==> src/hdl/mpct_pkg.sv <==
`timescale 1ns / 1ps

package mpct_pkg;

   localparam int POSITION_BITS_DEFAULT = 11;
   localparam int BYTE_BITS             = 8;
   localparam int DELTA_BITS            = 9;
   localparam int CSR_INDEX_BITS        = 2;

   // bit positions inside the first packet byte
   localparam int LEFT_BIT     = 0;
   localparam int RIGHT_BIT    = 1;
   localparam int MIDDLE_BIT   = 2;
   localparam int SYNC_BIT     = 3;
   localparam int X_SIGN_BIT   = 4;
   localparam int Y_SIGN_BIT   = 5;
   localparam int X_OVF_BIT    = 6;
   localparam int Y_OVF_BIT    = 7;

   localparam int X_LOWER_RESET = 0 - 18;
   localparam int X_UPPER_RESET = 800 - 46;
   localparam int Y_LOWER_RESET = 0 - 13;
   localparam int Y_UPPER_RESET = 600 - 50;
   localparam int POINTER_RESET = 100;

   typedef enum logic [1:0] {
      POS_IDLE   = 2'd0,
      POS_SECOND = 2'd1,
      POS_THIRD  = 2'd2
   } byte_pos_type;

   typedef enum logic [CSR_INDEX_BITS-1:0] {
      CSR_X_LOWER = 2'd0,
      CSR_X_UPPER = 2'd1,
      CSR_Y_LOWER = 2'd2,
      CSR_Y_UPPER = 2'd3
   } csr_index_type;

   typedef struct packed {
      logic                          last_byte;
      logic                          btn_left;
      logic                          btn_right;
      logic                          btn_middle;
      logic                          ovf_x;
      logic                          ovf_y;
      logic signed [DELTA_BITS-1:0]  delta_x;
      logic signed [DELTA_BITS-1:0]  delta_y;
   } packet_type;

endpackage

==> src/hdl/mpct_if.sv <==
`timescale 1ns / 1ps

interface mpct_req_if;
   logic                           valid;
   logic                           ready;
   logic [mpct_pkg::BYTE_BITS-1:0] rx_byte;

   modport source (output valid, output rx_byte, input ready);
   modport sink (input valid, input rx_byte, output ready);
endinterface

interface mpct_rsp_if #(parameter int POSITION_BITS = mpct_pkg::POSITION_BITS_DEFAULT);
   logic                                   valid;
   logic                                   ready;
   logic                                   btn_left;
   logic                                   btn_right;
   logic                                   btn_middle;
   logic                                   ovf_x;
   logic                                   ovf_y;
   logic signed [mpct_pkg::DELTA_BITS-1:0] delta_x;
   logic signed [mpct_pkg::DELTA_BITS-1:0] delta_y;
   logic signed [POSITION_BITS-1:0]        cursor_x;
   logic signed [POSITION_BITS-1:0]        cursor_y;
   logic                                   position_updated;

   modport source (output valid, output btn_left, output btn_right,
                   output btn_middle, output ovf_x, output ovf_y,
                   output delta_x, output delta_y, output cursor_x, output cursor_y,
                   output position_updated, input ready);
   modport sink (input valid, input btn_left, input btn_right,
                 input btn_middle, input ovf_x, input ovf_y,
                 input delta_x, input delta_y, input cursor_x, input cursor_y,
                 input position_updated, output ready);
endinterface

interface mpct_csr_if #(parameter int POSITION_BITS = mpct_pkg::POSITION_BITS_DEFAULT);
   logic                                valid;
   logic                                ready;
   logic [mpct_pkg::CSR_INDEX_BITS-1:0] index;
   logic [POSITION_BITS-1:0]            data;

   modport source (output valid, output index, output data, input ready);
   modport sink (input valid, input index, input data, output ready);
endinterface

==> src/hdl/mouse_packet_cursor_tracker_unit.sv <==
`timescale 1ns / 1ps

// PS/2 mouse packet decoder with a bounded cursor. Mouse bytes enter on req_ch one per
// beat; bytes without the sync bit are dropped until a packet starts, and every third
// packet byte yields one beat on rsp_ch with the buttons, overflow flags, 9-bit deltas
// and the cursor position (x + dx, y - dy, kept only when both lie inside the inclusive
// bounds, flagged by position_updated). The block takes one byte per clock while the
// output is free; a byte is held in the input register, and a third packet byte waits
// there while the output holds an untaken result. The cursor update is one adder
// and two compares per axis between the pointer registers and the output register.
// After reset the cursor is (100, 100) and the bounds are x -18..754, y -13..550;
// csr_ch writes a bound (index 0..3: x lower, x upper, y lower, y upper) and is always
// ready, but should be written only while no packet is in flight.
module mouse_packet_cursor_tracker_unit #(
   parameter int POSITION_BITS = mpct_pkg::POSITION_BITS_DEFAULT
) (
   input  logic       clock,
   input  logic       reset,
   mpct_req_if.sink   req_ch,
   mpct_rsp_if.source rsp_ch,
   mpct_csr_if.sink   csr_ch
);

   localparam int SUM_BITS = POSITION_BITS + 1;
   localparam int EXT_BITS = SUM_BITS - mpct_pkg::DELTA_BITS;

   // bounds
   logic [POSITION_BITS-1:0] x_lower_ff, x_upper_ff, y_lower_ff, y_upper_ff;

   // input register
   logic                           in_valid_ff, in_valid_in;
   logic [mpct_pkg::BYTE_BITS-1:0] in_byte_ff;

   // cursor
   logic [POSITION_BITS-1:0] pointer_x_ff, pointer_x_in;
   logic [POSITION_BITS-1:0] pointer_y_ff, pointer_y_in;

   // output register
   logic                                   out_valid_ff, out_valid_in;
   logic                                   left_ff, right_ff, middle_ff;
   logic                                   x_ovf_ff, y_ovf_ff;
   logic signed [mpct_pkg::DELTA_BITS-1:0] delta_x_ff, delta_y_ff;
   logic signed [POSITION_BITS-1:0]        cursor_x_ff, cursor_y_ff;
   logic                                   updated_ff;

   mpct_pkg::packet_type packet;
   logic                 step, out_load, rsp_free;
   logic signed [SUM_BITS-1:0] next_x, next_y;
   logic signed [SUM_BITS-1:0] x_lower_ext, x_upper_ext, y_lower_ext, y_upper_ext;
   logic                 in_bounds;

   mpct_packet_fsm u_fsm (
      .clock   (clock),
      .reset   (reset),
      .step    (step),
      .rx_byte (in_byte_ff),
      .packet  (packet)
   );

   assign rsp_free = !out_valid_ff || rsp_ch.ready;
   // a byte that completes no packet moves on even when the output is full
   assign step     = in_valid_ff && (rsp_free || !packet.last_byte);
   assign out_load = step && packet.last_byte;

   assign req_ch.ready = !in_valid_ff || step;
   assign csr_ch.ready = 1'b1;

   always_comb begin
      in_valid_in = in_valid_ff;
      if (req_ch.valid && req_ch.ready) begin
         in_valid_in = 1'b1;
      end else if (step) begin
         in_valid_in = 1'b0;
      end
   end

   // candidate position, one bit wider than the cursor so out-of-range sums reject
   always_comb begin
      next_x = $signed({pointer_x_ff[POSITION_BITS-1], pointer_x_ff})
             + $signed({{EXT_BITS{packet.delta_x[mpct_pkg::DELTA_BITS-1]}}, packet.delta_x});
      next_y = $signed({pointer_y_ff[POSITION_BITS-1], pointer_y_ff})
             - $signed({{EXT_BITS{packet.delta_y[mpct_pkg::DELTA_BITS-1]}}, packet.delta_y});
      x_lower_ext = $signed({x_lower_ff[POSITION_BITS-1], x_lower_ff});
      x_upper_ext = $signed({x_upper_ff[POSITION_BITS-1], x_upper_ff});
      y_lower_ext = $signed({y_lower_ff[POSITION_BITS-1], y_lower_ff});
      y_upper_ext = $signed({y_upper_ff[POSITION_BITS-1], y_upper_ff});
      in_bounds = (next_x >= x_lower_ext) && (next_x <= x_upper_ext) &&
                  (next_y >= y_lower_ext) && (next_y <= y_upper_ext);
   end

   always_comb begin
      pointer_x_in = pointer_x_ff;
      pointer_y_in = pointer_y_ff;
      if (out_load && in_bounds) begin
         pointer_x_in = next_x[POSITION_BITS-1:0];
         pointer_y_in = next_y[POSITION_BITS-1:0];
      end
   end

   always_comb begin
      out_valid_in = out_valid_ff;
      if (out_load) begin
         out_valid_in = 1'b1;
      end else if (rsp_ch.ready) begin
         out_valid_in = 1'b0;
      end
   end

   always_ff @(posedge clock) begin
      if (reset) begin
         in_valid_ff  <= 1'b0;
         out_valid_ff <= 1'b0;
         pointer_x_ff <= POSITION_BITS'(mpct_pkg::POINTER_RESET);
         pointer_y_ff <= POSITION_BITS'(mpct_pkg::POINTER_RESET);
      end else begin
         in_valid_ff  <= in_valid_in;
         out_valid_ff <= out_valid_in;
         pointer_x_ff <= pointer_x_in;
         pointer_y_ff <= pointer_y_in;
      end
   end

   always_ff @(posedge clock) begin
      if (reset) begin
         x_lower_ff <= POSITION_BITS'(mpct_pkg::X_LOWER_RESET);
         x_upper_ff <= POSITION_BITS'(mpct_pkg::X_UPPER_RESET);
         y_lower_ff <= POSITION_BITS'(mpct_pkg::Y_LOWER_RESET);
         y_upper_ff <= POSITION_BITS'(mpct_pkg::Y_UPPER_RESET);
      end else if (csr_ch.valid && csr_ch.ready) begin
         case (mpct_pkg::csr_index_type'(csr_ch.index))
            mpct_pkg::CSR_X_LOWER: x_lower_ff <= csr_ch.data;
            mpct_pkg::CSR_X_UPPER: x_upper_ff <= csr_ch.data;
            mpct_pkg::CSR_Y_LOWER: y_lower_ff <= csr_ch.data;
            mpct_pkg::CSR_Y_UPPER: y_upper_ff <= csr_ch.data;
            default: ;
         endcase
      end
   end

   always_ff @(posedge clock) begin
      if (req_ch.valid && req_ch.ready) begin
         in_byte_ff <= req_ch.rx_byte;
      end
   end

   always_ff @(posedge clock) begin
      if (out_load) begin
         left_ff     <= packet.btn_left;
         right_ff    <= packet.btn_right;
         middle_ff   <= packet.btn_middle;
         x_ovf_ff    <= packet.ovf_x;
         y_ovf_ff    <= packet.ovf_y;
         delta_x_ff  <= packet.delta_x;
         delta_y_ff  <= packet.delta_y;
         cursor_x_ff <= pointer_x_in;
         cursor_y_ff <= pointer_y_in;
         updated_ff  <= in_bounds;
      end
   end

   assign rsp_ch.valid            = out_valid_ff;
   assign rsp_ch.btn_left         = left_ff;
   assign rsp_ch.btn_right        = right_ff;
   assign rsp_ch.btn_middle       = middle_ff;
   assign rsp_ch.ovf_x            = x_ovf_ff;
   assign rsp_ch.ovf_y            = y_ovf_ff;
   assign rsp_ch.delta_x          = delta_x_ff;
   assign rsp_ch.delta_y          = delta_y_ff;
   assign rsp_ch.cursor_x         = cursor_x_ff;
   assign rsp_ch.cursor_y         = cursor_y_ff;
   assign rsp_ch.position_updated = updated_ff;

`ifndef SYNTHESIS
   // a result is never loaded over one that has not been taken
   assert property (@(posedge clock) disable iff (reset)
      out_load |-> rsp_free)
      else $error("result register overwritten while full");

   // a new result beat only comes from a third packet byte
   assert property (@(posedge clock) disable iff (reset)
      $rose(out_valid_ff) |-> $past(out_load))
      else $error("result beat without a completed packet");

   // a rejected move leaves the cursor alone
   assert property (@(posedge clock) disable iff (reset)
      out_load && !in_bounds |=> $stable(pointer_x_ff) && $stable(pointer_y_ff))
      else $error("cursor moved on a rejected packet");

   // cursor only moves when a packet completes
   assert property (@(posedge clock) disable iff (reset)
      !out_load |=> $stable(pointer_x_ff) && $stable(pointer_y_ff))
      else $error("cursor moved without a packet");
`endif

endmodule

==> src/hdl/mpct_packet_fsm.sv <==
`timescale 1ns / 1ps

module mpct_packet_fsm (
   input  logic                           clock,
   input  logic                           reset,
   input  logic                           step,
   input  logic [mpct_pkg::BYTE_BITS-1:0] rx_byte,
   output mpct_pkg::packet_type           packet
);

   mpct_pkg::byte_pos_type         pos_ff, pos_in;
   logic [mpct_pkg::BYTE_BITS-1:0] first_ff, first_in;
   logic [mpct_pkg::BYTE_BITS-1:0] second_ff, second_in;

   // next state
   always_comb begin
      pos_in = pos_ff;
      if (step) begin
         case (pos_ff)
            mpct_pkg::POS_SECOND: pos_in = mpct_pkg::POS_THIRD;
            mpct_pkg::POS_THIRD:  pos_in = mpct_pkg::POS_IDLE;
            default: begin
               // idle (and the spare code): hunt for a byte carrying the sync bit
               pos_in = rx_byte[mpct_pkg::SYNC_BIT] ? mpct_pkg::POS_SECOND
                                                    : mpct_pkg::POS_IDLE;
            end
         endcase
      end
   end

   // byte capture
   always_comb begin
      first_in  = first_ff;
      second_in = second_ff;
      case (pos_ff)
         mpct_pkg::POS_SECOND: begin
            if (step) second_in = rx_byte;
         end
         mpct_pkg::POS_THIRD: ;
         default: begin
            if (step && rx_byte[mpct_pkg::SYNC_BIT]) first_in = rx_byte;
         end
      endcase
   end

   // outputs
   always_comb begin
      packet = '0;
      case (pos_ff)
         mpct_pkg::POS_THIRD: packet.last_byte = 1'b1;
         default: packet.last_byte = 1'b0;
      endcase
      packet.btn_left   = first_ff[mpct_pkg::LEFT_BIT];
      packet.btn_right  = first_ff[mpct_pkg::RIGHT_BIT];
      packet.btn_middle = first_ff[mpct_pkg::MIDDLE_BIT];
      packet.ovf_x      = first_ff[mpct_pkg::X_OVF_BIT];
      packet.ovf_y      = first_ff[mpct_pkg::Y_OVF_BIT];
      packet.delta_x    = {first_ff[mpct_pkg::X_SIGN_BIT], second_ff};
      packet.delta_y    = {first_ff[mpct_pkg::Y_SIGN_BIT], rx_byte};
   end

   always_ff @(posedge clock) begin
      if (reset) begin
         pos_ff <= mpct_pkg::POS_IDLE;
      end else begin
         pos_ff <= pos_in;
      end
   end

   always_ff @(posedge clock) begin
      first_ff  <= first_in;
      second_ff <= second_in;
   end

endmodule

==> src/flat_wrapper.sv <==
// flat-port wrapper written by rule: the top's interface ports become plain ports
module mouse_packet_cursor_tracker_unit_flat 
#(
   parameter int POSITION_BITS = mpct_pkg::POSITION_BITS_DEFAULT
)
  (clock, reset, req_ch_valid, req_ch_rx_byte, req_ch_ready, rsp_ch_valid, rsp_ch_btn_left, rsp_ch_btn_right, rsp_ch_btn_middle, rsp_ch_ovf_x, rsp_ch_ovf_y, rsp_ch_delta_x, rsp_ch_delta_y, rsp_ch_cursor_x, rsp_ch_cursor_y, rsp_ch_position_updated, rsp_ch_ready, csr_ch_valid, csr_ch_index, csr_ch_data, csr_ch_ready);
  mpct_req_if req_ch_i ();
  mpct_rsp_if #(.POSITION_BITS(POSITION_BITS)) rsp_ch_i ();
  mpct_csr_if #(.POSITION_BITS(POSITION_BITS)) csr_ch_i ();
  input  logic clock;
  input  logic reset;
  input wire logic [$bits(req_ch_i.valid)-1:0] req_ch_valid;
  input wire logic [$bits(req_ch_i.rx_byte)-1:0] req_ch_rx_byte;
  output wire logic [$bits(req_ch_i.ready)-1:0] req_ch_ready;
  output wire logic [$bits(rsp_ch_i.valid)-1:0] rsp_ch_valid;
  output wire logic [$bits(rsp_ch_i.btn_left)-1:0] rsp_ch_btn_left;
  output wire logic [$bits(rsp_ch_i.btn_right)-1:0] rsp_ch_btn_right;
  output wire logic [$bits(rsp_ch_i.btn_middle)-1:0] rsp_ch_btn_middle;
  output wire logic [$bits(rsp_ch_i.ovf_x)-1:0] rsp_ch_ovf_x;
  output wire logic [$bits(rsp_ch_i.ovf_y)-1:0] rsp_ch_ovf_y;
  output wire logic [$bits(rsp_ch_i.delta_x)-1:0] rsp_ch_delta_x;
  output wire logic [$bits(rsp_ch_i.delta_y)-1:0] rsp_ch_delta_y;
  output wire logic [$bits(rsp_ch_i.cursor_x)-1:0] rsp_ch_cursor_x;
  output wire logic [$bits(rsp_ch_i.cursor_y)-1:0] rsp_ch_cursor_y;
  output wire logic [$bits(rsp_ch_i.position_updated)-1:0] rsp_ch_position_updated;
  input wire logic [$bits(rsp_ch_i.ready)-1:0] rsp_ch_ready;
  input wire logic [$bits(csr_ch_i.valid)-1:0] csr_ch_valid;
  input wire logic [$bits(csr_ch_i.index)-1:0] csr_ch_index;
  input wire logic [$bits(csr_ch_i.data)-1:0] csr_ch_data;
  output wire logic [$bits(csr_ch_i.ready)-1:0] csr_ch_ready;
  assign req_ch_i.valid = req_ch_valid;
  assign req_ch_i.rx_byte = req_ch_rx_byte;
  assign req_ch_ready = req_ch_i.ready;
  assign rsp_ch_valid = rsp_ch_i.valid;
  assign rsp_ch_btn_left = rsp_ch_i.btn_left;
  assign rsp_ch_btn_right = rsp_ch_i.btn_right;
  assign rsp_ch_btn_middle = rsp_ch_i.btn_middle;
  assign rsp_ch_ovf_x = rsp_ch_i.ovf_x;
  assign rsp_ch_ovf_y = rsp_ch_i.ovf_y;
  assign rsp_ch_delta_x = rsp_ch_i.delta_x;
  assign rsp_ch_delta_y = rsp_ch_i.delta_y;
  assign rsp_ch_cursor_x = rsp_ch_i.cursor_x;
  assign rsp_ch_cursor_y = rsp_ch_i.cursor_y;
  assign rsp_ch_position_updated = rsp_ch_i.position_updated;
  assign rsp_ch_i.ready = rsp_ch_ready;
  assign csr_ch_i.valid = csr_ch_valid;
  assign csr_ch_i.index = csr_ch_index;
  assign csr_ch_i.data = csr_ch_data;
  assign csr_ch_ready = csr_ch_i.ready;
  mouse_packet_cursor_tracker_unit #(.POSITION_BITS(POSITION_BITS)) u_core (.clock(clock), .reset(reset), .req_ch(req_ch_i), .rsp_ch(rsp_ch_i), .csr_ch(csr_ch_i));
endmodule
==> config.mk <==
export PLATFORM = sky130hd
export DESIGN_NAME = mouse_packet_cursor_tracker_unit_flat
export DESIGN_NICKNAME = d
export VERILOG_FILES = /design/src/hdl/mpct_pkg.sv /design/src/hdl/mpct_if.sv /design/src/hdl/mouse_packet_cursor_tracker_unit.sv /design/src/hdl/mpct_packet_fsm.sv /design/src/flat_wrapper.sv
export SDC_FILE = /design/constraint.sdc
export NUM_CORES = 1
export LEC_CHECK = 0
export CORE_UTILIZATION = 54
export DETAILED_ROUTE_END_ITERATION = 12
export DONT_BUFFER_PORTS = 1
export PLACE_DENSITY = 0.75
export REMOVE_ABC_BUFFERS = 1
export SLEW_MARGIN = 40
export SYNTH_ARGS = -nofsm -noshare
export SYNTH_HDL_FRONTEND = slang
export SYNTH_SLANG_ARGS = --single-unit
==> constraint.sdc <==
create_clock -name clock -period 5 [get_ports clock]
set_input_delay 0.5 -clock clock [delete_from_list [all_inputs] [get_ports clock]]
set_output_delay 0.5 -clock clock [all_outputs]
set_load 0.05 [all_outputs]
==> metrics.md, run 1 <==
| Metric | Value |
|---|---|
| Switching part of the total power | `0.2429` |
| Cell Int Power | `~2000 µW` |
| Synth cell count leaders | `ha_1 (72), dfxtp_1 (70), edfxtp_1 (69)` |
| Via/cell ratio | `5.707` |
| Syn Area/Cell | `10.52 µm²` |
| First-pass GRT wire length | `25.96 mm` |
| Adder-cell area share of the yosys netlist | `0.1289` |
| Area fraction in compound gates after synthesis | `0.1088` |
| Initial Utilization | `0.5536` |
| Flop pwr share | `0.466` |
| Final net count | `between 700 and 800` |
| Vias in the first global route | `5195` |
| Final min period | `4.777 ns` |
| FF/Latch Area | `~3500 µm²` |
| CORE AREA | `between 10000 and 15000 µm²` |
| Slew margin rel. | `0.4681` |
| Clock-pin transition on the worst setup and hold timing paths | `around 0.060 ns` |
| Final Setup Violations | `0` |
| Unrepaired setup endpoints after global routing | `yes` |
| Clock skew | `around 0.009 ns` |
| Via count | `about 5000` |
| Hold WC Path Type | `in2reg` |
| Combinational share of power | `0.086` |
| Initial antenna violation count | `0` |
| ANT nets after route | `0` |
| Fin crit share | `0.9555` |
| Maximum vdd drop | `196.9 µV` |
| Synthesized area | `~7300 µm²` |
| Number of flops mapped to enable cells by yosys | `69` |
| CP max stage cell | `or3_2` |
| IO Count | `75` |
| Clk sinks | `between 100 and 150` |
| Yosys warning total | `0` |
| Layout Utilization | `0.6094` |
| CP Capture Type | `flop` |
| FF+latch count, synth | `about 140` |
| Starting DRT DRC Count | `260` |
| Status | `finished, final reports clean` |
| PortBufs | `0` |
| Chip Height | `around 120 µm` |
| Clock buffer depth | `2` |
| Standby leakage power | `approximately 0.0035 µW` |
| Worst path cell trace | `ha_1 -> fa_1 -> a21oi_1 -> o22ai_1 -> o22a_1 -> or3b_2 -> nand3_2 -> ha_1 -> and4_1 -> a2111oi_2 -> a21oi_1 -> or4_1 -> or3_2 -> buf_6 -> mux2_4` |
| Avg WL per Cell | `~18 µm` |
| Final Hold Vio Count | `0` |
| Gr usage total | `0.2418` |
| Rows | `42` |
| Dpl ws | `about 0.16 ns` |
| Largest net degree at the start of global routing | `a little over 90` |
| Filler Cell Count | `1045` |
| DIE AREA | `roughly 14000 µm²` |
| Netlist cell types | `53` |
| Final Cell Area | `between 8000 and 9000 µm²` |
| Top-count cell post-synth | `ha_1` |
| H-tree levels | `4` |
| Ant diodes | `0` |
| Top post-synthesis cells by area | `edfxtp_1 (28%), dfxtp_1 (19%), ha_1 (12%)` |
| CTS tree | `yes` |
| Post-route DRC | `0` |
| Crit path largest cell delay | `between 0.4 and 0.5 ns` |
| Clk_lat worst skew | `between 0.4 and 0.5 ns` |
| Overall routed net length | `~16 mm` |
| Least-Margin Pin Slew | `about 0.79 ns` |
| Largest area contributor in the netlist | `edfxtp_1` |
| Count of pins over their slew limit | `0` |
| Power per Cell Area | `approximately 330 nW/µm²` |
| Routability Congestion | `~0.85` |
| XOR/XNOR Fraction of Synth Area | `0.01559` |
| Fmax | `~210 MHz` |
| Asr flop ratio synth | `0` |
| Crit Path Category | `reg2reg` |
| Critical Path Source Type | `flop` |
| Syn Inst Count | `~700` |
| GR Overflow Total | `0` |
| Simple-gate share of the synthesized area | `0.1400` |
| Cell Area, Placed | `about 7400 µm²` |
| Post-synthesis sequential area ratio | `0.4757` |
| Hpwl dp | `roughly 11 mm` |
| Drt first pass iters | `5` |
| Post-synthesis mux area share | `0.07814` |
| Root Buffer | `clkbuf_16` |
| Die X-Extent | `118.3 µm` |
| Footprint of the multi-input gates | `3475 µm²` |
| Post-synth top flop | `dfxtp_1` |
| Clock power share | `0.447` |
| CTS Buf Count | `17` |
| CP Max Fanout | `22` |
| Switching power | `around 650 µW` |
| Max cap viols | `0` |
| Critical Path RT | `between 5 and 6 ns` |
| Share of post-route cells with drive strength above 1 | `0.1003` |
| Arrival @ worst endpoint | `4.95 ns` |
| Largest family of logic cells by synthesized area | `simple AND/OR/NAND/NOR gates` |
| Area growth from synthesis to layout | `10.08%` |
| Yosys top cell area share | `0.2838` |
| Hold Buf Count CTS | `0` |
| Final setup margin | `0.2225 ns` |
## flip-flops by register name, indices dropped and copies added (netlist names), 2 cells and up
register                cells
u_core.x_upper_ff          11
u_core.y_upper_ff          11
u_core.in_byte_ff           8
u_core.y_lower_ff          11
u_core.pointer_x_ff        11
u_core.u_fsm.second_ff      8
u_core.rsp_ch.delta_y       9
u_core.u_fsm.first_ff       7
u_core.rsp_ch.cursor_x     11
u_core.rsp_ch.delta_x       9
u_core.pointer_y_ff        11
u_core.rsp_ch.cursor_y     11
u_core.x_lower_ff          11
u_core.u_fsm.pos_ff         2
## logic make-up after synthesis
group,after synthesis
AOI/OAI and AO/OA,119
xor gates and xnor gates,13
adders and majority gates,74
buffers and inverters,91
DFF,139
muxes,47
other,1
and+or+nand+nor,210
## metal layers
layer  up-vias  GRT usage  share of wire
met4         0     0.1314          0.033
met1      2416     0.2820           0.42
met2       149     0.4103           0.50
met5         -          0              0
li1       2441          -              -
met3        39    0.05695          0.045
## timing repair
| item | in CTS | in global routing |
|---|---|---|
| resized for setup | 0 | 5 |
| setup endpoints to repair | 0 | 24 |
| buffers inserted | 0 | 1 |
## layout make-up
| cell class | instances | area share |
|---|---|---|
| inverter | 67 | 0.03160 |
| tap | 176 | 0.02740 |
| multi-input combinational | 464 | 0.4323 |
| clock inverter | 12 | 0.01448 |
| timing repair buffer | 6 | 0.006538 |
| clock buffer | 20 | 0.05557 |
| sequential | 139 | 0.4321 |
## path summary, 6_finish.rpt
kind | cells after the start | end | from | slack [ns]
hold / removal | 1 | u_core.y_upper_ff[7] | reset | 0.16
setup reg to reg | 15 | u_core.rsp_ch.cursor_y[7] | u_core.u_fsm.second_ff[0] | 0.22
hold reg to reg | 0 | u_core.rsp_ch.ovf_x | u_core.u_fsm.first_ff[6] | 0.42
setup / recovery | 15 | u_core.rsp_ch.cursor_y[7] | u_core.u_fsm.second_ff[0] | 0.22
## power groups by stage
stage | clock (µW) | combinational, µW | sequential, µW
2_1_floorplan | 0 | 174 | 1260
4_1_cts | 1210 | 229 | 1240
3_3_place_gp | 0 | 214 | 1260
5_1_grt | 1250 | 266 | 1240
6_report | 1190 | 230 | 1240
3_5_place_dp | 0 | 226 | 1270
## stage by stage
step	total power [µW]	hold WS [ns]	cells	TNS, ns
after floorplan	1432	0.4003	670	-10.20
after global routing	2764	0.1305	884	0
after detailed placement	1492	0.4045	851	0
after global placement	1479	0.4071	851	0
after CTS	2678	0.1354	883	0
final	2665	0.1597	884	0
## layout by cell type (no fill, tap or decap), types with 3 or more instances in the layout
cell | Yosys | routed
nand2b_1 | 30 | 30
o211ai_1 | 3 | 3
nor3_1 | 3 | 3
inv_1 | 67 | 66
edfxtp_1 | 69 | 69
clkbuf_16 | 0 | 17
nand2_1 | 59 | 59
nand4_1 | 8 | 8
mux2_4 | 19 | 19
and3_1 | 4 | 4
ha_1 | 72 | 72
a2111oi_0 | 3 | 3
nand3_1 | 9 | 8
inv_6 | 0 | 3
o21ai_0 | 10 | 10
nand3b_1 | 12 | 12
o21bai_1 | 3 | 3
mux2i_1 | 24 | 24
o22ai_1 | 4 | 4
xor2_1 | 5 | 5
a21o_1 | 8 | 8
a211o_1 | 21 | 21
dfxtp_1 | 70 | 70
nor2b_1 | 9 | 9
buf_4 | 3 | 4
a21oi_1 | 50 | 49
clkinv_4 | 0 | 4
xnor2_1 | 8 | 8
nor2_1 | 64 | 64
mux2_2 | 4 | 4
## critical path, delay by kind of cell, from the launching register on
family	cells	cell delay [ns]
multiplexers	1	0.34
adder cells (fa/ha/maj)	3	0.91
buffers and inverters	1	0.22
flip-flops	1	0.40
AND/OR/NAND/NOR	5	1.68
AO/OA/AOI/OAI	5	0.95
(Power assumes the default switching activity.)
==> run 2: changes to the inputs <==
--- a/config.mk
+++ b/config.mk
@@ -9,7 +9,6 @@
 export DETAILED_ROUTE_END_ITERATION = 12
 export DONT_BUFFER_PORTS = 1
 export PLACE_DENSITY = 0.75
-export REMOVE_ABC_BUFFERS = 1
 export SLEW_MARGIN = 40
 export SYNTH_ARGS = -nofsm -noshare
 export SYNTH_HDL_FRONTEND = slang
==> run 2 against run 1 <==
Global-route usage barely moved; clock skew fell by 0.0016 ns; via count rose by 0.24%; total power rose by 1.4%; count of clock-buffer cells in the layout fell by 2; flip-flop and latch count did not move; setup slack got worse by 0.038 ns; hold slack improved by 0.0092 ns; routed wire length rose by 2.6%; critical path depth did not move.
==> metrics.md, run 2 (synthesis gave the netlist of run 1 again) <==
| Metric | Value |
|---|---|
| Status | `finished, final reports clean` |
| Vias in the first global route | `between 5000 and 6000` |
| PortBufs | `0` |
| Clock skew | `approximately 0.0073 ns` |
| Least-Margin Pin Slew | `around 0.78 ns` |
| Setup TNS Final | `0 ns` |
| Starting DRT DRC Count | `roughly 280` |
| Clock power share | `0.454` |
| Via/cell ratio | `5.727` |
| Final net count | `between 700 and 800` |
| IO Count | `75` |
| Slew margin rel. | `0.4806` |
| Unrepaired setup endpoints after global routing | `no` |
| Final Hold Vio Count | `0` |
| Drt first pass iters | `4` |
| Arrival @ worst endpoint | `between 4 and 5 ns` |
| Flop pwr share | `0.459` |
| Die X-Extent | `~120 µm` |
| Fmax | `207.6 MHz` |
| Count of pins over their slew limit | `0` |
| Max cap viols | `0` |
| Syn nets | `approximately 800` |
| CP Capture Type | `flop` |
| Overall routed net length | `approximately 16 mm` |
| Post-route DRC | `0` |
| Root Buffer | `clkbuf_16` |
| Cell Area, Placed | `about 7500 µm²` |
| Avg WL per Cell | `approximately 18 µm` |
| Power per Cell Area | `between 300 and 400 nW/µm²` |
| Crit Path Category | `reg2reg` |
| Clock-pin transition on the worst setup and hold timing paths | `0.06 ns` |
| Chip Height | `118.3 µm` |
| Initial antenna violation count | `0` |
| Fin crit share | `0.9632` |
| Hold WC Path Type | `in2reg` |
| Largest net degree at the start of global routing | `93` |
| ANT nets after route | `0` |
| Rows | `42` |
| CTS Buf Count | `17` |
| Setup Fix Bufs, Post-CTS | `0` |
| Final Setup Violations | `0` |
| CP Max Fanout | `between 40 and 50` |
| CTS tree | `yes` |
| Critical Path RT | `between 5 and 6 ns` |
| Filler Cell Count | `~1100` |
| Final min period | `4.816 ns` |
| H-tree levels | `4` |
| Combinational share of power | `0.087` |
| Share of post-route cells with drive strength above 1 | `0.09901` |
| Clk_lat worst skew | `0.43 ns` |
| Clk sinks | `about 140` |
| Final Cell Area | `between 8000 and 9000 µm²` |
| CORE AREA | `around 13000 µm²` |
| Hpwl dp | `about 12 mm` |
| Via count | `5057` |
| Clock buffer depth | `2` |
| Switching power | `653.1 µW` |
| Initial Utilization | `0.5536` |
| Commonest non-fill, non-tap cell in the layout | `ha_1` |
| Standby leakage power | `between 0.003 and 0.004 µW` |
| GR Overflow Total | `0` |
| Cell Int Power | `2050 µW` |
| DIE AREA | `between 10000 and 15000 µm²` |
| Most frequent cells in the layout | `ha_1 (72), dfxtp_1 (70), edfxtp_1 (69)` |
| Maximum vdd drop | `220.3 µV` |
| Gr usage total | `0.2423` |
| First-pass GRT wire length | `about 26 mm` |
| Area growth from synthesis to layout | `10.18%` |
| Switching part of the total power | `0.2416` |
| Routability Congestion | `approximately 0.87` |
| Ant diodes | `0` |
| Critical Path Source Type | `flop` |
-- run 2: critical path, cell delays in order (launching register included) --
cell and delay, ns:
edfxtp_1 0.39, ha_1 0.24, fa_1 0.41, a21oi_1 0.19, o22ai_1 0.14, o22a_1 0.25, or3b_2 0.47, nand3_2 0.11
ha_1 0.26, and4_1 0.23, a2111oi_2 0.31, a21oi_1 0.10, or4_1 0.42, or3_2 0.46, buf_12 0.22, mux2_4 0.34
-- run 2: worst paths after layout --
path	slack, ns	start	depth (start not counted)	to
setup / recovery	0.18	u_core.u_fsm.second_ff[0]	15	u_core.rsp_ch.cursor_x[1]
hold / removal	0.17	req_ch_rx_byte[5]	0	u_core.in_byte_ff[5]
setup reg to reg	0.18	u_core.u_fsm.second_ff[0]	15	u_core.rsp_ch.cursor_x[1]
hold reg to reg	0.43	u_core.u_fsm.first_ff[0]	0	u_core.rsp_ch.btn_left
-- run 2: stage by stage --
| stage | instances | power, µW | worst slack (ns) | utilization | hold WS (ns) |
|---|---|---|---|---|---|
| 4_1_cts | 883 | 2711 | 0.1725 | 0.6088 | 0.1364 |
| 5_1_grt | 883 | 2798 | 0.007896 | 0.6099 | 0.1554 |
| 3_5_place_dp | 851 | 1496 | 0.1686 | 0.5653 | 0.4110 |
| 6_report | 883 | 2703 | 0.1842 | 0.6099 | 0.1689 |
| 3_3_place_gp | 851 | 1478 | 0.2823 | 0.5646 | 0.4019 |
| 2_1_floorplan | 694 | 1442 | 0.5835 | - | 0.4003 |
-- run 2: per-layer routing --
| layer | part of all wire | track usage |
|---|---|---|
| met3 | 0.060 | 0.06371 |
| met1 | 0.44 | 0.2971 |
| met5 | 0 | 0 |
| met4 | 0.016 | 0.08894 |
| met2 | 0.48 | 0.4088 |
-- run 2: layout make-up --
| type | count | area (µm²) | share of cell area |
|---|---|---|---|
| clock buffers | 18 | 429.2 | 0.05334 |
| clock inverters | 14 | 145.1 | 0.01804 |
| inverters | 67 | 254.0 | 0.03157 |
| multi-input cells | 464 | 3473 | 0.4317 |
| flip-flops and latches | 139 | 3473 | 0.4317 |
| well taps | 176 | 220.2 | 0.02737 |
| repair buffers | 5 | 50.05 | 0.006221 |
-- run 2: power groups by stage --
stage                     logic, µW  clock network (µW)  registers [µW]
final                           236                1230            1240
after global routing            266                1290            1240
after CTS                       234                1240            1240
after detailed placement        230                   0            1270
after global placement          214                   0            1260
after floorplan                 184                   0            1260
-- run 2: timing repair --
item,in CTS,in global routing
setup endpoints to repair,0,21
hold buffers,0,0
resized for setup,0,2
==> run 3: changes to the inputs <==
==> constraint.sdc (replaced) <==
create_clock -name clock -period 4.8 [get_ports clock]
set_input_delay 0.48 -clock clock [delete_from_list [all_inputs] [get_ports clock]]
set_output_delay 0.48 -clock clock [all_outputs]
set_load 0.05 [all_outputs]
==> run 3 against run 2 <==
Total power grew 7.0%; register-to-register slack lost 0.05 ns; hold slack lost 0.029 ns; sequential share of layout area shrank 0.70 points; die area is the same; final cell count grew 1.0%; setup slack lost 0.051 ns; via count grew 2.4%; count of clock-buffer cells in the layout shrank 1; combinational power grew 8%; global-route usage grew 0.96 points; clock skew is essentially flat; largest power group is now clock.
==> metrics.md, run 3 (synthesis gave the netlist of run 1 again) <==
| Metric | Value |
|---|---|
| Status | `finished, final reports clean` |
| Fin crit share | `0.9723` |
| PortBufs | `0` |
| Count of pins over their slew limit | `0` |
| Final Non-Filler Cells | `just under 900` |
| Rows | `42` |
| Layout Utilization | `0.6200` |
| Area growth from synthesis to layout | `11.99%` |
| Clock skew | `approximately 0.0074 ns` |
| Critical Path Source Type | `flop` |
| Cell mode on critical path | `a21oi_1` |
| Final min period | `~4.7 ns` |
| Clock buffer depth | `2` |
| Post-route DRC | `0` |
| CORE AREA | `13190 µm²` |
| First-pass GRT wire length | `between 20 and 30 mm` |
| Fmax | `approximately 210 MHz` |
| Vias in the first global route | `slightly above 5000` |
| Ant diodes | `0` |
| Least-Margin Pin Slew | `between 0.8 and 0.9 ns` |
| Gr usage total | `0.2519` |
| CP Max Fanout | `22` |
| Power per Cell Area | `around 350 nW/µm²` |
| Standby leakage power | `between 0.003 and 0.004 µW` |
| ANT nets after route | `0` |
| Hold WC Path Type | `in2reg` |
| Chip Height | `about 120 µm` |
| Final Setup Violations | `0` |
| Worst path cell trace | `ha_2 -> a21oi_1 -> o22ai_1 -> o41ai_2 -> buf_4 -> o21bai_1 -> a21oi_1 -> o21ai_0 -> mux2i_1 -> ha_1 -> and4_1 -> a2111oi_2 -> a21oi_1 -> or4_1 -> or3_4 -> buf_12 -> mux2_4` |
| Starting DRT DRC Count | `395` |
| Clk_lat worst skew | `0.43 ns` |
| Most frequent cells in the layout | `ha_1 (70), dfxtp_1 (70), edfxtp_1 (69)` |
| Maximum vdd drop | `~260 µV` |
| Avg WL per Cell | `between 15 and 20 µm` |
| Crit Path Category | `reg2reg` |
| Placed cells | `roughly 860` |
| Die X-Extent | `118.3 µm` |
| Share of post-route cells with drive strength above 1 | `0.1173` |
| Critical Path RT | `4.98 ns` |
| Clock-pin transition on the worst setup and hold timing paths | `roughly 0.06 ns` |
| Worst Path Buf+Inv | `2` |
| CTS Buf Count | `17` |
| Via/cell ratio | `5.805` |
| Final net count | `between 800 and 900` |
| Drt first pass iters | `5` |
| Largest net degree at the start of global routing | `93` |
| CP max stage cell | `or4_1` |
| Dpl ws | `between 0.04 and 0.05 ns` |
| CP top delay family | `compound AO/OA/AOI/OAI gates` |
| Clk sinks | `139` |
| Final Hold Vio Count | `0` |
| Syn nets | `794` |
| Slew margin rel. | `0.4468` |
| Initial antenna violation count | `0` |
| Overall routed net length | `between 15 and 20 mm` |
| Max cap viols | `0` |
| IO Count | `75` |
| Filler Cell Count | `approximately 1000` |
| Hold Buf Count CTS | `0` |
| Via count | `~5200` |
| Hpwl dp | `between 10 and 15 mm` |
| Final setup margin | `0.1331 ns` |
| H-tree levels | `4` |
| Initial Utilization | `0.5536` |
| Crit path largest cell delay | `0.43 ns` |
| GR Overflow Total | `0` |
| DIE AREA | `roughly 14000 µm²` |
| Arrival @ worst endpoint | `between 4 and 5 ns` |
| Root Buffer | `clkbuf_16` |
| CTS tree | `yes` |
| CP Capture Type | `flop` |
| FF/Latch Area | `3473 µm²` |
| Routability Congestion | `0.9709` |
| Footprint of the multi-input gates | `3491 µm²` |
==> run 3: where the power goes <==
| group | total (µW) | internal [µW] | switching, µW |
|---|---|---|---|
| Sequential | 1290 | 1270 | 20.1 |
| Combinational | 255 | 105 | 150 |
| Clock | 1350 | 786 | 562 |
| Total | 2890 | 2160 | 732 |
==> run 3: what timing repair did <==
action / CTS / global route
endpoints found under the setup margin: 20 / 24
pin swaps: 0 / 1
resized for setup: 1 / 7
cloned: 0 / 1
setup buffers: 0 / 1
==> run 3: worst reg2reg max path, stage by stage, from the launching register on <==
cell	delay, ns
edfxtp_1	0.41
ha_2	0.35
a21oi_1	0.22
o22ai_1	0.16
o41ai_2	0.24
buf_4	0.18
o21bai_1	0.07
a21oi_1	0.14
o21ai_0	0.10
mux2i_1	0.26
ha_1	0.32
and4_1	0.22
a2111oi_2	0.32
a21oi_1	0.10
or4_1	0.43
or3_4	0.39
buf_12	0.19
mux2_4	0.34
==> run 3: routing by layer <==
layer / track usage / up-vias / routed length [µm]
li1: - / 2464 / -
met1: 0.3169 / 2495 / 7283
met2: 0.4029 / 189 / 8021
met3: 0.07867 / 30 / 1247
met4: 0.09936 / 0 / 374
met5: 0 / - / 0
==> run 3: worst paths after layout <==
kind / start / to / slack, ns / depth (start not counted)
setup / recovery: u_core.u_fsm.second_ff[3] / u_core.rsp_ch.cursor_y[9] / 0.13 / 17
hold / removal: reset / u_core.y_upper_ff[10] / 0.14 / 1
setup reg to reg: u_core.u_fsm.second_ff[3] / u_core.rsp_ch.cursor_y[9] / 0.13 / 17
hold reg to reg: u_core.u_fsm.first_ff[7] / u_core.rsp_ch.ovf_y / 0.42 / 0
==> run 3: layout make-up <==
| cell class | count | area share |
|---|---|---|
| flip-flops and latches | 139 | 0.4247 |
| clock buffers | 17 | 0.05202 |
| clock inverters | 15 | 0.02188 |
| multi-input cells | 464 | 0.4269 |
| well taps | 176 | 0.02693 |
| inverters | 67 | 0.03106 |
| repair buffers | 14 | 0.01652 |
==> run 3: metrics by stage <==
step	setup TNS (ns)	instance area [µm²]	hold slack, ns	power, µW
after floorplan	0	7302	0.4003	1502
after global placement	0	7500	0.4003	1545
after detailed placement	0	7508	0.4054	1563
after CTS	0	8120	0.1093	2908
after global routing	-0.1390	8178	0.1125	2998
final	0	8178	0.1402	2893
